===== config.mk =====
export PLATFORM = sky130hd
export DESIGN_NAME = modbus_tcp_read_request_framer
export DESIGN_NICKNAME = d
export VERILOG_FILES = /design/src/mtrf_pkg.sv /design/src/mtrf_front.sv /design/src/mtrf_fifo.sv /design/src/mtrf_back.sv /design/src/modbus_tcp_read_request_framer.sv
export SDC_FILE = /design/constraint.sdc
export NUM_CORES = 1
export LEC_CHECK = 0
export ABC_AREA = 1
export BUFFER_PORTS_ARGS = -buffer_cell sky130_fd_sc_hd__buf_2
export CAP_MARGIN = 15
export CORE_MARGIN = 4
export CORE_UTILIZATION = 34
export DETAILED_ROUTE_END_ITERATION = 10
export PLACE_DENSITY = 0.48
export SYNTH_ARGS = -nofsm -noshare
export SYNTH_HDL_FRONTEND = slang
export SYNTH_SLANG_ARGS = --single-unit

===== constraint.sdc =====
create_clock -name clk_i -period 6.08 [get_ports clk_i]
set_input_delay 0.608 -clock clk_i [delete_from_list [all_inputs] [get_ports clk_i]]
set_output_delay 0.608 -clock clk_i [all_outputs]
set_load 0.01 [all_outputs]

===== src/mtrf_pkg.sv =====
// ----------------------------------------------------------------------------
// mtrf_pkg
// Shared types and constants of the Modbus TCP read request framer.
// ----------------------------------------------------------------------------
package mtrf_pkg;

  // Input item kinds.
  localparam logic KindRequest  = 1'b0;
  localparam logic KindResponse = 1'b1;

  // Function select code that has no Modbus function behind it.
  localparam logic [1:0] SelUnused = 2'd3;
  localparam logic [1:0] SelDiscrete = 2'd0;
  localparam logic [7:0] FuncBase = 8'd2;

  // Result item kinds.
  localparam logic [1:0] OutFrameByte = 2'd0;
  localparam logic [1:0] OutDataByte  = 2'd1;
  localparam logic [1:0] OutStatus    = 2'd2;

  // Request frame layout.
  localparam logic [7:0] MbapLength   = 8'h06;
  localparam logic [7:0] ProtocolByte = 8'h00;
  localparam int unsigned FrameBytes  = 12;
  localparam int unsigned StepWidth   = $clog2(FrameBytes);

  // Response header offsets.
  localparam int unsigned PosWidth = 18;
  localparam logic [PosWidth-1:0] PosMax   = {PosWidth{1'b1}};
  localparam logic [PosWidth-1:0] PosIdHi  = 18'd0;
  localparam logic [PosWidth-1:0] PosIdLo  = 18'd1;
  localparam logic [PosWidth-1:0] PosUnit  = 18'd6;
  localparam logic [PosWidth-1:0] PosFunc  = 18'd7;
  localparam logic [PosWidth-1:0] PosCount = 18'd8;
  localparam logic [PosWidth-1:0] PosData  = 18'd9;
  localparam logic [PosWidth-1:0] HeaderLength = 18'd9;

  localparam int unsigned FIFO_DEPTH = 4;

  typedef enum logic {
    CmdRequest  = 1'b0,
    CmdResponse = 1'b1
  } mtrf_cmd_e;

  // One command from the front part to the back part.
  typedef struct packed {
    mtrf_cmd_e   kind;
    logic [15:0] tid;
    logic [7:0]  unit;
    logic [7:0]  func;
    logic [15:0] addr;
    logic [15:0] qty;
    logic        has_data;
    logic [7:0]  data;
    logic        has_status;
    logic        frame_complete;
    logic        id_match;
    logic        function_match;
    logic [7:0]  unit_seen;
    logic [7:0]  byte_count_seen;
  } mtrf_cmd_t;

endpackage


===== src/mtrf_front.sv =====
// ----------------------------------------------------------------------------
// mtrf_front
// Accepts input items, keeps the transaction and response tracking state and
// turns each item into at most one command for the back part.
// ----------------------------------------------------------------------------
module mtrf_front import mtrf_pkg::*; (
  input  logic        clk_i,
  input  logic        rst_ni,
  input  logic        accept_i,
  input  logic        kind_i,
  input  logic [1:0]  function_select_i,
  input  logic [7:0]  unit_address_i,
  input  logic [15:0] start_address_i,
  input  logic [15:0] quantity_i,
  input  logic [7:0]  rx_byte_i,
  input  logic        rx_last_i,
  output logic        push_o,
  output mtrf_cmd_t   cmd_o
);

  logic [15:0]         last_id_q, last_id_d;
  logic [15:0]         request_id_q, request_id_d;
  logic [7:0]          request_function_q, request_function_d;
  logic [PosWidth-1:0] expected_length_q, expected_length_d;
  logic [PosWidth-1:0] rx_position_q, rx_position_d;
  logic [15:0]         rx_id_q, rx_id_d;
  logic [7:0]          rx_function_q, rx_function_d;
  logic [7:0]          rx_unit_q, rx_unit_d;
  logic [7:0]          rx_count_q, rx_count_d;

  logic                is_request;
  logic                sel_ok;
  logic [15:0]         next_id;
  logic [7:0]          func_code;
  logic [PosWidth-1:0] exp_len;
  logic [PosWidth-1:0] pos_inc;
  logic [15:0]         cap_id;
  logic [7:0]          cap_unit, cap_func, cap_count;
  logic                has_data;

  always_comb begin
    is_request = (kind_i == KindRequest);
    sel_ok     = (function_select_i != SelUnused);
    next_id    = (last_id_q == 16'hFFFF) ? 16'd1 : last_id_q + 16'd1;
    func_code  = {6'd0, function_select_i} + FuncBase;
    if (function_select_i == SelDiscrete) begin
      exp_len = HeaderLength + ((PosWidth'(quantity_i) + PosWidth'(7)) >> 3);
    end else begin
      exp_len = HeaderLength + {1'b0, quantity_i, 1'b0};
    end

    cap_id    = rx_id_q;
    cap_unit  = rx_unit_q;
    cap_func  = rx_function_q;
    cap_count = rx_count_q;
    case (rx_position_q)
      PosIdHi:  cap_id[15:8] = rx_byte_i;
      PosIdLo:  cap_id[7:0]  = rx_byte_i;
      PosUnit:  cap_unit     = rx_byte_i;
      PosFunc:  cap_func     = rx_byte_i;
      PosCount: cap_count    = rx_byte_i;
      default: ;
    endcase
    pos_inc  = (rx_position_q == PosMax) ? rx_position_q : rx_position_q + 1'b1;
    has_data = (rx_position_q >= PosData);

    last_id_d          = last_id_q;
    request_id_d       = request_id_q;
    request_function_d = request_function_q;
    expected_length_d  = expected_length_q;
    rx_position_d      = rx_position_q;
    rx_id_d            = rx_id_q;
    rx_function_d      = rx_function_q;
    rx_unit_d          = rx_unit_q;
    rx_count_d         = rx_count_q;

    cmd_o                 = '0;
    cmd_o.tid             = request_id_q;
    cmd_o.unit            = unit_address_i;
    cmd_o.addr            = start_address_i;
    cmd_o.qty             = quantity_i;
    cmd_o.func            = func_code;
    cmd_o.data            = rx_byte_i;
    cmd_o.frame_complete  = (pos_inc == expected_length_q);
    cmd_o.id_match        = (cap_id == request_id_q);
    cmd_o.function_match  = (cap_func == request_function_q);
    cmd_o.unit_seen       = cap_unit;
    cmd_o.byte_count_seen = cap_count;
    push_o                = 1'b0;

    if (is_request) begin
      cmd_o.kind = CmdRequest;
      cmd_o.tid  = next_id;
      if (accept_i && sel_ok) begin
        push_o             = 1'b1;
        last_id_d          = next_id;
        request_id_d       = next_id;
        request_function_d = func_code;
        expected_length_d  = exp_len;
        rx_position_d      = '0;
        rx_id_d            = '0;
        rx_function_d      = '0;
        rx_unit_d          = '0;
        rx_count_d         = '0;
      end
    end else begin
      cmd_o.kind       = CmdResponse;
      cmd_o.has_data   = has_data;
      cmd_o.has_status = rx_last_i;
      if (accept_i) begin
        push_o = has_data || rx_last_i;
        // The byte marked last closes the response, so tracking starts over.
        if (rx_last_i) begin
          rx_position_d = '0;
          rx_id_d       = '0;
          rx_function_d = '0;
          rx_unit_d     = '0;
          rx_count_d    = '0;
        end else begin
          rx_position_d = pos_inc;
          rx_id_d       = cap_id;
          rx_function_d = cap_func;
          rx_unit_d     = cap_unit;
          rx_count_d    = cap_count;
        end
      end
    end
  end

  always_ff @(posedge clk_i or negedge rst_ni) begin
    if (!rst_ni) begin
      last_id_q          <= '0;
      request_id_q       <= '0;
      request_function_q <= '0;
      expected_length_q  <= '0;
      rx_position_q      <= '0;
      rx_id_q            <= '0;
      rx_function_q      <= '0;
      rx_unit_q          <= '0;
      rx_count_q         <= '0;
    end else begin
      last_id_q          <= last_id_d;
      request_id_q       <= request_id_d;
      request_function_q <= request_function_d;
      expected_length_q  <= expected_length_d;
      rx_position_q      <= rx_position_d;
      rx_id_q            <= rx_id_d;
      rx_function_q      <= rx_function_d;
      rx_unit_q          <= rx_unit_d;
      rx_count_q         <= rx_count_d;
    end
  end

  // Once a request has gone out, the id it took is never zero.
  assert property (@(posedge clk_i) disable iff (!rst_ni)
    (accept_i && is_request && sel_ok) |=> (request_id_q != 16'd0))
    else $error("issued transaction id is zero");

endmodule


===== src/mtrf_fifo.sv =====
// ----------------------------------------------------------------------------
// mtrf_fifo
// Short command queue between the front and the back part.
// ----------------------------------------------------------------------------
module mtrf_fifo import mtrf_pkg::*; #(
  parameter int unsigned Depth = FIFO_DEPTH
) (
  input  logic      clk_i,
  input  logic      rst_ni,
  input  logic      push_i,
  input  mtrf_cmd_t wdata_i,
  input  logic      pop_i,
  output mtrf_cmd_t rdata_o,
  output logic      empty_o,
  output logic      full_o
);

  localparam int unsigned PtrWidth = (Depth > 1) ? $clog2(Depth) : 1;
  localparam int unsigned CntWidth = $clog2(Depth + 1);
  localparam logic [PtrWidth-1:0] PtrLast = PtrWidth'(Depth - 1);
  localparam logic [CntWidth-1:0] CntFull = CntWidth'(Depth);

  mtrf_cmd_t            mem_q [Depth];
  logic [PtrWidth-1:0]  wr_ptr_q, wr_ptr_d;
  logic [PtrWidth-1:0]  rd_ptr_q, rd_ptr_d;
  logic [CntWidth-1:0]  count_q, count_d;
  logic                 do_push, do_pop;

  assign empty_o = (count_q == '0);
  assign full_o  = (count_q == CntFull);
  assign rdata_o = mem_q[rd_ptr_q];
  assign do_push = push_i && !full_o;
  assign do_pop  = pop_i && !empty_o;

  always_comb begin
    wr_ptr_d = wr_ptr_q;
    rd_ptr_d = rd_ptr_q;
    count_d  = count_q;
    if (do_push) begin
      wr_ptr_d = (wr_ptr_q == PtrLast) ? '0 : wr_ptr_q + 1'b1;
    end
    if (do_pop) begin
      rd_ptr_d = (rd_ptr_q == PtrLast) ? '0 : rd_ptr_q + 1'b1;
    end
    case ({do_push, do_pop})
      2'b10:   count_d = count_q + 1'b1;
      2'b01:   count_d = count_q - 1'b1;
      default: count_d = count_q;
    endcase
  end

  always_ff @(posedge clk_i or negedge rst_ni) begin
    if (!rst_ni) begin
      wr_ptr_q <= '0;
      rd_ptr_q <= '0;
      count_q  <= '0;
    end else begin
      wr_ptr_q <= wr_ptr_d;
      rd_ptr_q <= rd_ptr_d;
      count_q  <= count_d;
    end
  end

  always_ff @(posedge clk_i) begin
    if (do_push) begin
      mem_q[wr_ptr_q] <= wdata_i;
    end
  end

  assert property (@(posedge clk_i) disable iff (!rst_ni) count_q <= CntFull)
    else $error("queue fill count beyond depth");

  assert property (@(posedge clk_i) disable iff (!rst_ni)
    (count_q == '0) |-> (wr_ptr_q == rd_ptr_q))
    else $error("empty queue with pointers apart");

endmodule


===== src/mtrf_back.sv =====
// ----------------------------------------------------------------------------
// mtrf_back
// Expands queued commands into result items, one per cycle while not stalled.
// ----------------------------------------------------------------------------
module mtrf_back import mtrf_pkg::*; (
  input  logic        clk_i,
  input  logic        rst_ni,
  input  mtrf_cmd_t   cmd_i,
  input  logic        empty_i,
  output logic        pop_o,
  output logic        out_valid_o,
  input  logic        out_stall_i,
  output logic [1:0]  out_kind_o,
  output logic [7:0]  out_byte_o,
  output logic        out_last_o,
  output logic [15:0] transaction_id_o,
  output logic        frame_complete_o,
  output logic        id_match_o,
  output logic        function_match_o,
  output logic [7:0]  unit_seen_o,
  output logic [7:0]  byte_count_seen_o
);

  localparam logic [StepWidth-1:0] StepLast = StepWidth'(FrameBytes - 1);

  mtrf_cmd_t            cur_q;
  logic                 cur_valid_q, cur_valid_d;
  logic [StepWidth-1:0] step_q, step_d;
  logic                 is_status;
  logic                 is_last_sub;
  logic                 advance;
  logic                 load;

  always_comb begin
    is_status = (cur_q.kind == CmdResponse) && !(cur_q.has_data && step_q == '0);
    if (cur_q.kind == CmdRequest) begin
      is_last_sub = (step_q == StepLast);
    end else begin
      is_last_sub = is_status || !cur_q.has_status;
    end
    advance = cur_valid_q && !out_stall_i;
    load    = (!cur_valid_q || (advance && is_last_sub)) && !empty_i;
    pop_o   = load;

    cur_valid_d = cur_valid_q;
    step_d      = step_q;
    if (load) begin
      cur_valid_d = 1'b1;
      step_d      = '0;
    end else if (advance) begin
      if (is_last_sub) begin
        cur_valid_d = 1'b0;
      end else begin
        step_d = step_q + 1'b1;
      end
    end
  end

  always_ff @(posedge clk_i or negedge rst_ni) begin
    if (!rst_ni) begin
      cur_valid_q <= 1'b0;
      step_q      <= '0;
    end else begin
      cur_valid_q <= cur_valid_d;
      step_q      <= step_d;
    end
  end

  always_ff @(posedge clk_i) begin
    if (load) begin
      cur_q <= cmd_i;
    end
  end

  always_comb begin
    out_valid_o       = cur_valid_q;
    transaction_id_o  = cur_q.tid;
    out_byte_o        = '0;
    out_last_o        = 1'b0;
    frame_complete_o  = 1'b0;
    id_match_o        = 1'b0;
    function_match_o  = 1'b0;
    unit_seen_o       = '0;
    byte_count_seen_o = '0;
    if (cur_q.kind == CmdRequest) begin
      out_kind_o = OutFrameByte;
      out_last_o = (step_q == StepLast);
      case (step_q)
        4'd0:    out_byte_o = cur_q.tid[15:8];
        4'd1:    out_byte_o = cur_q.tid[7:0];
        4'd2:    out_byte_o = ProtocolByte;
        4'd3:    out_byte_o = ProtocolByte;
        4'd4:    out_byte_o = 8'h00;
        4'd5:    out_byte_o = MbapLength;
        4'd6:    out_byte_o = cur_q.unit;
        4'd7:    out_byte_o = cur_q.func;
        4'd8:    out_byte_o = cur_q.addr[15:8];
        4'd9:    out_byte_o = cur_q.addr[7:0];
        4'd10:   out_byte_o = cur_q.qty[15:8];
        4'd11:   out_byte_o = cur_q.qty[7:0];
        default: out_byte_o = '0;
      endcase
    end else if (is_status) begin
      out_kind_o        = OutStatus;
      out_last_o        = 1'b1;
      frame_complete_o  = cur_q.frame_complete;
      id_match_o        = cur_q.id_match;
      function_match_o  = cur_q.function_match;
      unit_seen_o       = cur_q.unit_seen;
      byte_count_seen_o = cur_q.byte_count_seen;
    end else begin
      out_kind_o = OutDataByte;
      out_byte_o = cur_q.data;
    end
  end

  assert property (@(posedge clk_i) disable iff (!rst_ni)
    (cur_valid_q && cur_q.kind == CmdRequest) |-> (step_q <= StepLast))
    else $error("frame step past the last frame byte");

  assert property (@(posedge clk_i) disable iff (!rst_ni)
    (cur_valid_q && out_stall_i) |=> (cur_valid_q && $stable(step_q)))
    else $error("result item moved while stalled");

endmodule


===== src/modbus_tcp_read_request_framer.sv =====
// ----------------------------------------------------------------------------
// modbus_tcp_read_request_framer
// Modbus TCP client framer for read requests and checker for their responses.
// ----------------------------------------------------------------------------
// A request item (function code 2, 3 or 4) takes the next transaction id,
// which runs from 1 to 65535 and wraps to 1, and gives the 12 result items of
// the request frame. A response byte item gives one data item from offset 9
// on and, on the byte marked last, one status item. Input items are taken one
// per cycle while the command queue of FifoDepth entries has room; the back
// part hands out one result item per cycle while out_stall_i is low. A request
// with function select 3 is taken and dropped.
module modbus_tcp_read_request_framer import mtrf_pkg::*; #(
  parameter int unsigned FifoDepth = FIFO_DEPTH
) (
  input  logic        clk_i,
  input  logic        rst_ni,
  input  logic        in_valid_i,
  output logic        in_stall_o,
  input  logic        kind_i,
  input  logic [1:0]  function_select_i,
  input  logic [7:0]  unit_address_i,
  input  logic [15:0] start_address_i,
  input  logic [15:0] quantity_i,
  input  logic [7:0]  rx_byte_i,
  input  logic        rx_last_i,
  output logic        out_valid_o,
  input  logic        out_stall_i,
  output logic [1:0]  out_kind_o,
  output logic [7:0]  out_byte_o,
  output logic        out_last_o,
  output logic [15:0] transaction_id_o,
  output logic        frame_complete_o,
  output logic        id_match_o,
  output logic        function_match_o,
  output logic [7:0]  unit_seen_o,
  output logic [7:0]  byte_count_seen_o
);

  mtrf_cmd_t push_cmd, head_cmd;
  logic      push, pop, empty, full, accept;

  assign in_stall_o = full;
  assign accept     = in_valid_i && !full;

  mtrf_front u_front (
    .clk_i,
    .rst_ni,
    .accept_i          (accept),
    .kind_i,
    .function_select_i,
    .unit_address_i,
    .start_address_i,
    .quantity_i,
    .rx_byte_i,
    .rx_last_i,
    .push_o            (push),
    .cmd_o             (push_cmd)
  );

  mtrf_fifo #(
    .Depth (FifoDepth)
  ) u_fifo (
    .clk_i,
    .rst_ni,
    .push_i  (push),
    .wdata_i (push_cmd),
    .pop_i   (pop),
    .rdata_o (head_cmd),
    .empty_o (empty),
    .full_o  (full)
  );

  mtrf_back u_back (
    .clk_i,
    .rst_ni,
    .cmd_i   (head_cmd),
    .empty_i (empty),
    .pop_o   (pop),
    .out_valid_o,
    .out_stall_i,
    .out_kind_o,
    .out_byte_o,
    .out_last_o,
    .transaction_id_o,
    .frame_complete_o,
    .id_match_o,
    .function_match_o,
    .unit_seen_o,
    .byte_count_seen_o
  );

endmodule

# == Yosys cells after proc, flatten, opt, wreduce, memory -nomap -nowiden ==
# Memories as Yosys holds them, arrays and structs flattened. A register that Yosys moved wholly into a read port is not among the register bits.
# Index checks and enable logic that the tools add are counted.
# totals
ff_bits,120
ramBits,356
input_bits,56
out_inout_bits,48
word_cells,145
n_memories,1
# op_classes
n_addsub,11
order_cmp,1
n_eq_ne,25
mux,62
bitwise_logic,1
reduce_logical,30
# memory_table
memory,depth,width,rd,rd_ports_with_merged_regs,wr,line,text
u_fifo.mem_q,4,89,1,1,1,mtrf_fifo.sv:23,mtrf_cmd_t mem_q [Depth];
# ops
op,n
2-to-1 mux 8 bit,21
2-to-1 mux 18 bit,6
2-to-1 mux 16 bit,6
one-hot mux 8 bit (9 select lines),1
"equality test 18 x 3 -> 1 bit, second input constant",2
2-to-1 mux 1 bit,20
"adder 18 x 1 -> 18 bit, second input constant",1
"adder 4 x 17 -> 18 bit, first input constant",1
"equality test 18 x 1 -> 1 bit, second input constant",1
equality test 18 bit,1
"equality test 18 bit, second input constant",1
"equality test 18 x 4 -> 1 bit, second input constant",1
"greater-or-equal comparator 18 x 4 -> 1 bit, second input constant",1
logical NOT 18 bit,1
"adder 16 x 3 -> 17 bit, second input constant",1
"adder 16 x 1 -> 16 bit, second input constant",1
"adder 4 x 15 -> 16 bit, first input constant",1
equality test 16 bit,1
"equality test 16 bit, second input constant",1
"equality test 4 bit, second input constant",4
"equality test 4 x 3 -> 1 bit, second input constant",3
2-to-1 mux 4 bit,3
logical AND 1 bit,9
equality test 8 bit,1
21 further kinds,41

# == Logic depth before layout (Yosys ltp) ==
# Gate-level depths: netlist of run 1.
# logic_depth
depth_word,12
depth_mapped,17
ltp_nobuf,17

# == Hierarchy ==
# From an unflattened synthesis of run 1, not the netlist that was laid out.
# hier_totals
hier_cells,2574
area_unflattened_um2,26925.8
# modules_own_cells
module,n_inst,cells_each,area_per_inst_um2,seq_area_each_um2
mtrf_fifo,1,1158,15531.1,11466.0
mtrf_front,1,1058,7273.2,2377.3
mtrf_back,1,356,4111.4,2947.8
modbus_tcp_read_request_framer,1,2,10.0,0.0

# == Worst setup path after synthesis of run 1 ==
# Ideal clock, no wire load.
# synth_timing
path_type,register -> register
from,register u_back.step_q[0]
to,register u_fifo.count_q[2]
setup_ps,131
arrival_time_ps,6297
t_required_ps,5949
setup_slack_ps,-348
stages_incl_launch_ff,14
n_path_buf,0
synth_period_minus_slack_ps,6428
cell_sequence,dfrtp_1 > inv_1 > ha_1 > nand2_1 > nor3_1 > a21oi_1 > nor2_1 > nor2_1 > ha_1 > inv_1 > fa_1 > a21oi_1 > o21ai_0 > xor2_1
# synth_between
elab_chain_len,12
word_cells_on_any_way,15
classes_between,eq/ne: 3; mux: 2; reduce/logical: 10
# synth_rtl
item,line,text
"start, declared",mtrf_back.sv:28,"logic [StepWidth-1:0] step_q, step_d;"
"start signal, assigned",mtrf_back.sv:65,step_q <= step_d;
logical NOT 4 bit,mtrf_back.sv:35,is_status = (cur_q.kind == CmdResponse) && !(cur_q.has_data && step_q == '0);
logical AND 1 bit,mtrf_back.sv:35,
logical NOT 1 bit,mtrf_back.sv:35,
logical AND 1 bit,mtrf_back.sv:35,
logical OR 1 bit,mtrf_back.sv:39,is_last_sub = is_status || !cur_q.has_status;
2-to-1 mux 1 bit (*),mtrf_back.sv:36,if (cur_q.kind == CmdRequest) begin
logical AND 1 bit (*),mtrf_back.sv:42,load = (!cur_valid_q || (advance && is_last_sub)) && !empty_i;
logical OR 1 bit (*),mtrf_back.sv:42,
logical AND 1 bit (*),mtrf_back.sv:42,
named net pop,modbus_tcp_read_request_framer.sv:40,"logic push, pop, empty, full, accept;"
logical AND 1 bit (*),mtrf_fifo.sv:33,assign do_pop = pop_i && !empty_o;
equality test 2 x 1 -> 1 bit or equality test 2 bit (tied branches),mtrf_fifo.sv:45,"case ({do_push, do_pop})"
one-hot mux 3 bit (2 select lines) or nonzero test 2 bit (tied branches),n/a,
"end signal, assigned",mtrf_fifo.sv:60,count_q <= count_d;
"end, declared",mtrf_fifo.sv:26,"logic [CntWidth-1:0] count_q, count_d;"
# Mark *: on every way through the listed nets, which the timed path passes. The rest lies on a longest branch.
# A chain may end at the register's enable or synchronous reset.

# == Worst setup path in the final report of run 1 ==
# layout_timing
from,register u_back.step_q[0]
to,output out_byte_o[4]
# layout_between
elab_chain_len,6
word_cells_on_any_way,15
classes_between,eq/ne: 8; mux: 3; reduce/logical: 4
# layout_rtl
item,line,text
branches (longest 5 deep; another with one-hot mux 8 bit (9 select lines)),n/a,
2-to-1 mux 8 bit (*),mtrf_back.sv:85,if (cur_q.kind == CmdRequest) begin
"end, declared",modbus_tcp_read_request_framer.sv:29,"output logic [7:0] out_byte_o,"
# Every way passes the cells marked *.

==> results.ini, run 1 <==
[clocking]
cts_tree = done
hold_buffers = 0
clock_path_buffers = 3
clkTransAtPathRegs_ns = 0.07
clock_sinks = 552
cts-root-buf = clkbuf_16
worstSkewPairLatency_ns = 0.62
cts_buffers = 58
cts-resized-gates = 0
h-tree-depth = 2
cts_setup_buffers = 0

[sta]
finalMaxSlewViolations = 0
final.period_utilization_pct = 58.8
setup-tns-final_ns = 0
finalSetupViolCount = 0
final.min_clock_period_ns = 3.58
tightest_slew_ns = 1.18
hold_viol_final = 0
relSlewSlack_pct = 20.5
rsz0062_at_grt = false
fin_worst_skew_ns = 0.0252
max_freq_mhz = 280

[place]
dp_cells = 3261
dp_hpwl_mm = 42.8
io_buffers = 103
place_area_um2 = 25700
gp_congestion = 0.837

[pwr]
ir_drop_mv = 0.235
power_frac_seq_pct = 44.3
p_switching_mw = 4.26
power_density_nw_per_um2 = 446
switching_share_pct = 34.5
p_comb_share_pct = 26.5
total_power_mw = 12.4
p_clk_share_pct = 29.2
intPower_mw = 8.09
p_leak_nw = 10.6

[global_routing]
grt_pass1_vias = 16400
grt_max_degree = 100
grt_pass1_wl_mm = 101
track_usage_pct = 17.4
antenna_found_initial = 5
globalRouteOverflowTotal = 0

[worst_setup_path]
r2r_end = u_fifo.mem_q[0][75]
r2r_slack_ns = 2.52
crit_path_start_kind = flip-flop
worstPathCellList = inv_1 > ha_1 > nand3_1 > o21ai_0 > a221oi_1 > nand3_1 > a21oi_1 > o21ai_0 > buf_2
crit_slowest_cell = a221oi_1
critPathLaunch = u_back.step_q[0]
reg2regPathDepth = 8
required_ns = 5.47
r2r_start = u_fifo.count_q[2]
cp.arrival_ns = 2.97
endpoint = out_byte_o[4]
max_stage_delay_ns = 0.54
worstPathMaxFanout = 8
crit_type = flip-flop to primary output
end_kind = primary output

[cells_and_area]
nFillCells = 6789
instances_no_fill = 3370
ff_latch_area_um2 = 16000
layout_common_cells = edfxtp_1 (445), nand2_1 (387), o21ai_0 (307)
fin_area_um2 = 27700
final_common_cell = edfxtp_1
nets = 2457
drive_gt1_share_pct = 10.0
area_growth_syn_to_layout_pct = 13.7
multi_input_area_um2 = 6920

[synthesis]
postSynthAreaPerCell_um2 = 10.5
ys_seq_elements = 552
syn-cell-area_um2 = 24300
synth.net_count = 2390
synth_edf_count = 445
synthCells = 2314
ys_seq_area_share_pct = 65.9
synthArstFlopShare_pct = 19.4
yosysWarningCount = 0
yosysUniqueCellTypes = 48
ys.flop_type = edfxtp_1

[job]
max_cap_violations = 0

[floorplan]
die_w_um = 276
rows = 97
die_h_um = 276
dieArea_um2 = 75900
ioPinCount = 104
start_util_pct = 34.5
core_area_um2 = 70500

[route]
routed.top_layer = met5
dr_wl_met3_mm = 3.93
wl_per_cell_um = 19.8
wirelength_met1_mm = 30.4
vias = 17000
drt_pass1_iterations = 5
final_antenna_net_count = 0
route.met2.wl_mm = 30.6
wirelength_mm = 66.8
drt_iter0_drc = 1487
drc_errors = 0
vias_per_cell = 5.06

[outcome]
status = finished, final reports clean

[hold_path]
hold_class = input pin to asynchronous set/reset pin

==> critical path, delay by kind of cell (launching register included) <==
family / cells / cell delay, ns
flip-flops: 1 / 0.40
AND/OR/NAND/NOR: 2 / 0.45
adder cells (fa/ha/maj): 1 / 0.24
AO/OA/AOI/OAI: 4 / 1.00
buffers and inverters: 2 / 0.25
==> power groups by stage <==
stage / Combinational (mW) / Clock, mW / Sequential [mW]
after floorplan: 2.30 / 0 / 5.33
after global placement: 3.28 / 0 / 5.54
after detailed placement: 3.32 / 0 / 5.56
after CTS: 3.33 / 3.70 / 5.48
after global routing: 3.71 / 3.85 / 5.55
final: 3.27 / 3.60 / 5.48
==> worst min-delay path by stage <==
stage | start | to | slack (ns) | depth (start not counted)
after floorplan | rst_ni | u_back.out_valid_o | 0.31 | 0
after global placement | u_front.rx_function_q[0] | u_front.rx_function_q[0] | 0.49 | 2
after detailed placement | u_front.rx_function_q[2] | u_front.rx_function_q[2] | 0.50 | 2
after CTS | rst_ni | u_front.rx_unit_q[3] | 0.01 | 1
after global routing | rst_ni | u_front.rx_count_q[1] | 0.05 | 1
final | rst_ni | u_front.rx_count_q[1] | 0.03 | 1
==> registers in the layout (all words and copies together), names as in the netlist, 2 cells and up <==
| name | cells |
|---|---|
| u_front.rx_function_q | 8 |
| u_back.cur_q | 73 |
| u_front.rx_position_q | 18 |
| u_fifo.mem_q | 356 |
| u_back.step_q | 4 |
| u_fifo.rd_ptr_q | 2 |
| u_fifo.wr_ptr_q | 2 |
| u_front.last_id_q | 16 |
| u_front.rx_id_q | 16 |
| u_front.request_function_q | 3 |
| u_front.rx_count_q | 8 |
| u_front.rx_unit_q | 8 |
| u_back.transaction_id_o | 16 |
| u_front.expected_length_q | 18 |
| u_fifo.count_q | 3 |
==> stage by stage <==
stage	util, %	hold slack [ns]	setup WS (ns)
floorplan	-	0.312	0.341
detailed placement	36.5	0.496	1.94
global placement	36.5	0.489	1.97
global route	39.2	0.0499	2.21
CTS	39.2	0.0127	2.36
finish	39.2	0.0290	2.50
==> metal layers <==
| metal | track usage [%] | vias up |
|---|---|---|
| met5 | 0 | - |
| met4 | 5.30 | 2 |
| met2 | 27.7 | 416 |
| li1 | - | 8145 |
| met1 | 24.2 | 8382 |
| met3 | 3.22 | 94 |
==> synthesized netlist by cell type, drive strengths merged (6+ instances only) <==
library cell  count  share of area [%]
nor2            295                4.7
o21ai           319                6.7
dfrtp           107                 11
a221oi           12               0.43
clkbuf           86                1.3
xor2             26               0.94
ha               19               0.98
nor3             19               0.48
edfxtp          445                 55
a21oi            20               0.41
o22ai           114                2.9
buf              30               0.81
nand4            17               0.44
inv             239                3.7
nand2           389                6.0
nand3           130                2.7
o211ai            8               0.25
nand3b            6               0.19
==> cell families (layout without fill, tap and decap cells) <==
group / count (synthesis) / in the layout / synth area share (%)
xor gates and xnor gates: 31 / 31 / 1.12
adders and majority gates: 20 / 20 / 1.06
other: 0 / 1 / 0
DFF: 552 / 552 / 65.9
AOI/OAI and AO/OA: 491 / 491 / 11.3
buffers and inverters: 358 / 473 / 5.87
and+or+nand+nor: 862 / 862 / 14.7
==> final cells by class <==
| type | instances | area share [%] |
|---|---|---|
| Clock buffer | 68 | 5.42 |
| Tap cell | 940 | 4.25 |
| Inverter | 242 | 3.29 |
| Multi-Input combinational cell | 1404 | 25.0 |
| Clock inverter | 40 | 1.56 |
| Antenna cell | 1 | 0.00904 |
| Sequential cell | 552 | 58.0 |
| Timing Repair Buffer | 123 | 2.50 |
(Power assumes the default switching activity.)
==> inputs of run 2 (changes only) <==
- PLACE_DENSITY: 0.48 -> 0.46
- clock period: 6.08 -> 3.3 ns (I/O delays scaled with it)
==> run 2 against run 1 <==
Compared with the run above: sequential cell count is the same; critical path depth is 1 lower; hold slack better by 0.030 ns; clock skew down 0.013 ns; power is 87% higher; largest power group unchanged.
==> results.ini, run 2 (same netlist as run 1, synthesis figures left out) <==
[worst_setup_path]
worstPathMaxFanout = 8  ; unchanged
required_ns = 2.97  ; -2.50 ns
cp.arrival_ns = 2.83  ; -0.14 ns
max_stage_delay_ns = 0.55  ; about the same
r2r_slack_ns = 0.42  ; -2.10 ns
crit_path_start_kind = flip-flop
r2r_start = u_front.rx_position_q[1]
crit_type = flip-flop to primary output
crit_slowest_cell = a221oi_1
r2r_end = u_fifo.mem_q[3][38]
endpoint = out_byte_o[0]
worstPathCellList = inv_1 > ha_1 > nand2_1 > inv_1 > a221oi_1 > nand2_1 > a22o_1 > buf_2
reg2regPathDepth = 14  ; +6
end_kind = primary output
critPathLaunch = u_back.step_q[0]

[cells_and_area]
largestRegisters = u_fifo.mem_q (356), u_back.cur_q (73)
area_growth_syn_to_layout_pct = 17.0
final_common_cell = edfxtp_1
nFillCells = 6837  ; +0.71%
drive_gt1_share_pct = 11.3  ; +1.3 points
fin_util_pct = 40.4  ; +1.1 points
largest_reg_flops = 356  ; unchanged
fin_area_um2 = 28500  ; +2.9%
diodes = 0  ; -1
regMostFlops = u_fifo.mem_q
nets = 2521  ; +2.6%
layout_common_cells = edfxtp_1 (445), nand2_1 (387), o21ai_0 (307)

[sta]
setup-tns-final_ns = 0  ; unchanged
final.min_clock_period_ns = 3.16
finalMaxSlewViolations = 0  ; unchanged
finalSetupViolCount = 0  ; unchanged
relSlewSlack_pct = 40.6  ; +20 points
hold_viol_final = 0  ; unchanged
tightest_slew_ns = 0.882  ; -0.298 ns
final.period_utilization_pct = 95.8
max_freq_mhz = 316
fin_worst_skew_ns = 0.0120  ; -0.0132 ns
whs_ns = 0.0587  ; +0.0298 ns
rsz0062_at_grt = false

[place]
place_area_um2 = 26200  ; +1.8%
io_buffers = 103  ; unchanged
gp_congestion = 0.866  ; +3.5%
dp_hpwl_mm = 46.0  ; +7.4%

[clocking]
clock_path_buffers = 3  ; unchanged
worstSkewPairLatency_ns = 0.62  ; about the same
clkTransAtPathRegs_ns = 0.06  ; about the same
h-tree-depth = 2  ; unchanged
cts_buffers = 60  ; +3.4%
clock_sinks = 552  ; unchanged
cts_tree = done
cts-root-buf = clkbuf_16

[floorplan]
die_w_um = 276  ; unchanged
rows = 97  ; unchanged
start_util_pct = 34.5  ; unchanged
core_area_um2 = 70500  ; unchanged
ioPinCount = 104  ; unchanged
dieArea_um2 = 75900  ; unchanged
die_h_um = 276  ; unchanged

[route]
drt_pass1_iterations = 6  ; +1
vias_per_cell = 5.02  ; -0.73%
final_antenna_net_count = 0  ; unchanged
drc_errors = 0  ; unchanged
wl_per_cell_um = 20.2  ; +1.9%
wirelength_mm = 69.3  ; +3.8%
drt_iter0_drc = 1164  ; -22%
vias = 17200  ; +1.2%

[global_routing]
track_usage_pct = 18.1  ; +0.70 points
grt_pass1_vias = 16900  ; +2.8%
globalRouteOverflowTotal = 0  ; unchanged
antenna_found_initial = 0  ; -5
grt_pass1_wl_mm = 104  ; +3.5%
grt_max_degree = 162  ; +62%

[pwr]
ir_drop_mv = 0.523  ; +120%
total_power_mw = 23.1  ; +87%
power_density_nw_per_um2 = 811  ; +82%
p_leak_nw = 11.0  ; +3.6%

[hold_path]
hp-start = quantity_i[9]
hold_class = input pin to flip-flop

[outcome]
status = finished, final reports clean

[job]
max_cap_violations = 0  ; unchanged

==> run 2: final cells by class <==
type | instances | area, um2 | share of cell area (%)
sequential | 552 | 16000 | 56.3
multi-input combinational | 1404 | 6950 | 24.4
clock buffer | 83 | 1640 | 5.75
timing repair buffer | 185 | 1450 | 5.10
tap | 940 | 1180 | 4.13
inverter | 242 | 911 | 3.20
clock inverter | 28 | 312 | 1.09
==> run 2: stage by stage <==
step | worst slack, ns | cells
2_1_floorplan | -0.966 | 2314
3_3_place_gp | 0.433 | 3293
3_5_place_dp | 0.373 | 3294
4_1_cts | 0.000126 | 3434
5_1_grt | 0.0172 | 3434
6_report | 0.139 | 3434
==> run 2: power breakdown <==
part	switching [mW]	internal, mW	total, mW
sequential	0.724	9.27	9.99
combinational	4.54	1.97	6.51
clock	2.74	3.86	6.61
total	8.01	15.1	23.1
==> run 2: worst min path at each step <==
| stage | to | slack [ns] | depth (start not counted) |
|---|---|---|---|
| final | u_fifo.mem_q[0][38] | 0.06 | 1 |
| after global routing | u_fifo.mem_q[0][38] | 0.04 | 1 |
| after CTS | u_fifo.mem_q[1][38] | 0.02 | 1 |
| after detailed placement | u_front.rx_function_q[7] | 0.41 | 1 |
| after global placement | u_front.rx_function_q[7] | 0.40 | 1 |
| after floorplan | u_back.out_valid_o | 0.03 | 0 |
==> run 2: routing by layer <==
layer | GRT usage, % | part of all wire (%) | vias to the layer above
met3 | 2.71 | 4.8 | 98
met5 | 0 | 0 | -
met2 | 29.4 | 47 | 430
met1 | 25.3 | 46 | 8443
met4 | 5.19 | 2.7 | 0
li1 | - | - | 8265
==> run 2: timing repair <==
action / in CTS / in global routing
endpoints found under the setup margin: 1 / 3
hold endpoints to repair: 148 / 0
pin swaps: 0 / 1
hold buffers: 29 / 0
resized for setup: 1 / 4
buffers inserted: 0 / 0
==> run 2: worst max-delay path: cells and delay by family, from the launching register on <==
kind                     cells  cell delay (ns)
AO/OA/AOI/OAI                2             0.78
adder cells (fa/ha/maj)      1             0.22
AND/OR/NAND/NOR              2             0.34
flip-flops                   1             0.39
buffers and inverters        3             0.48
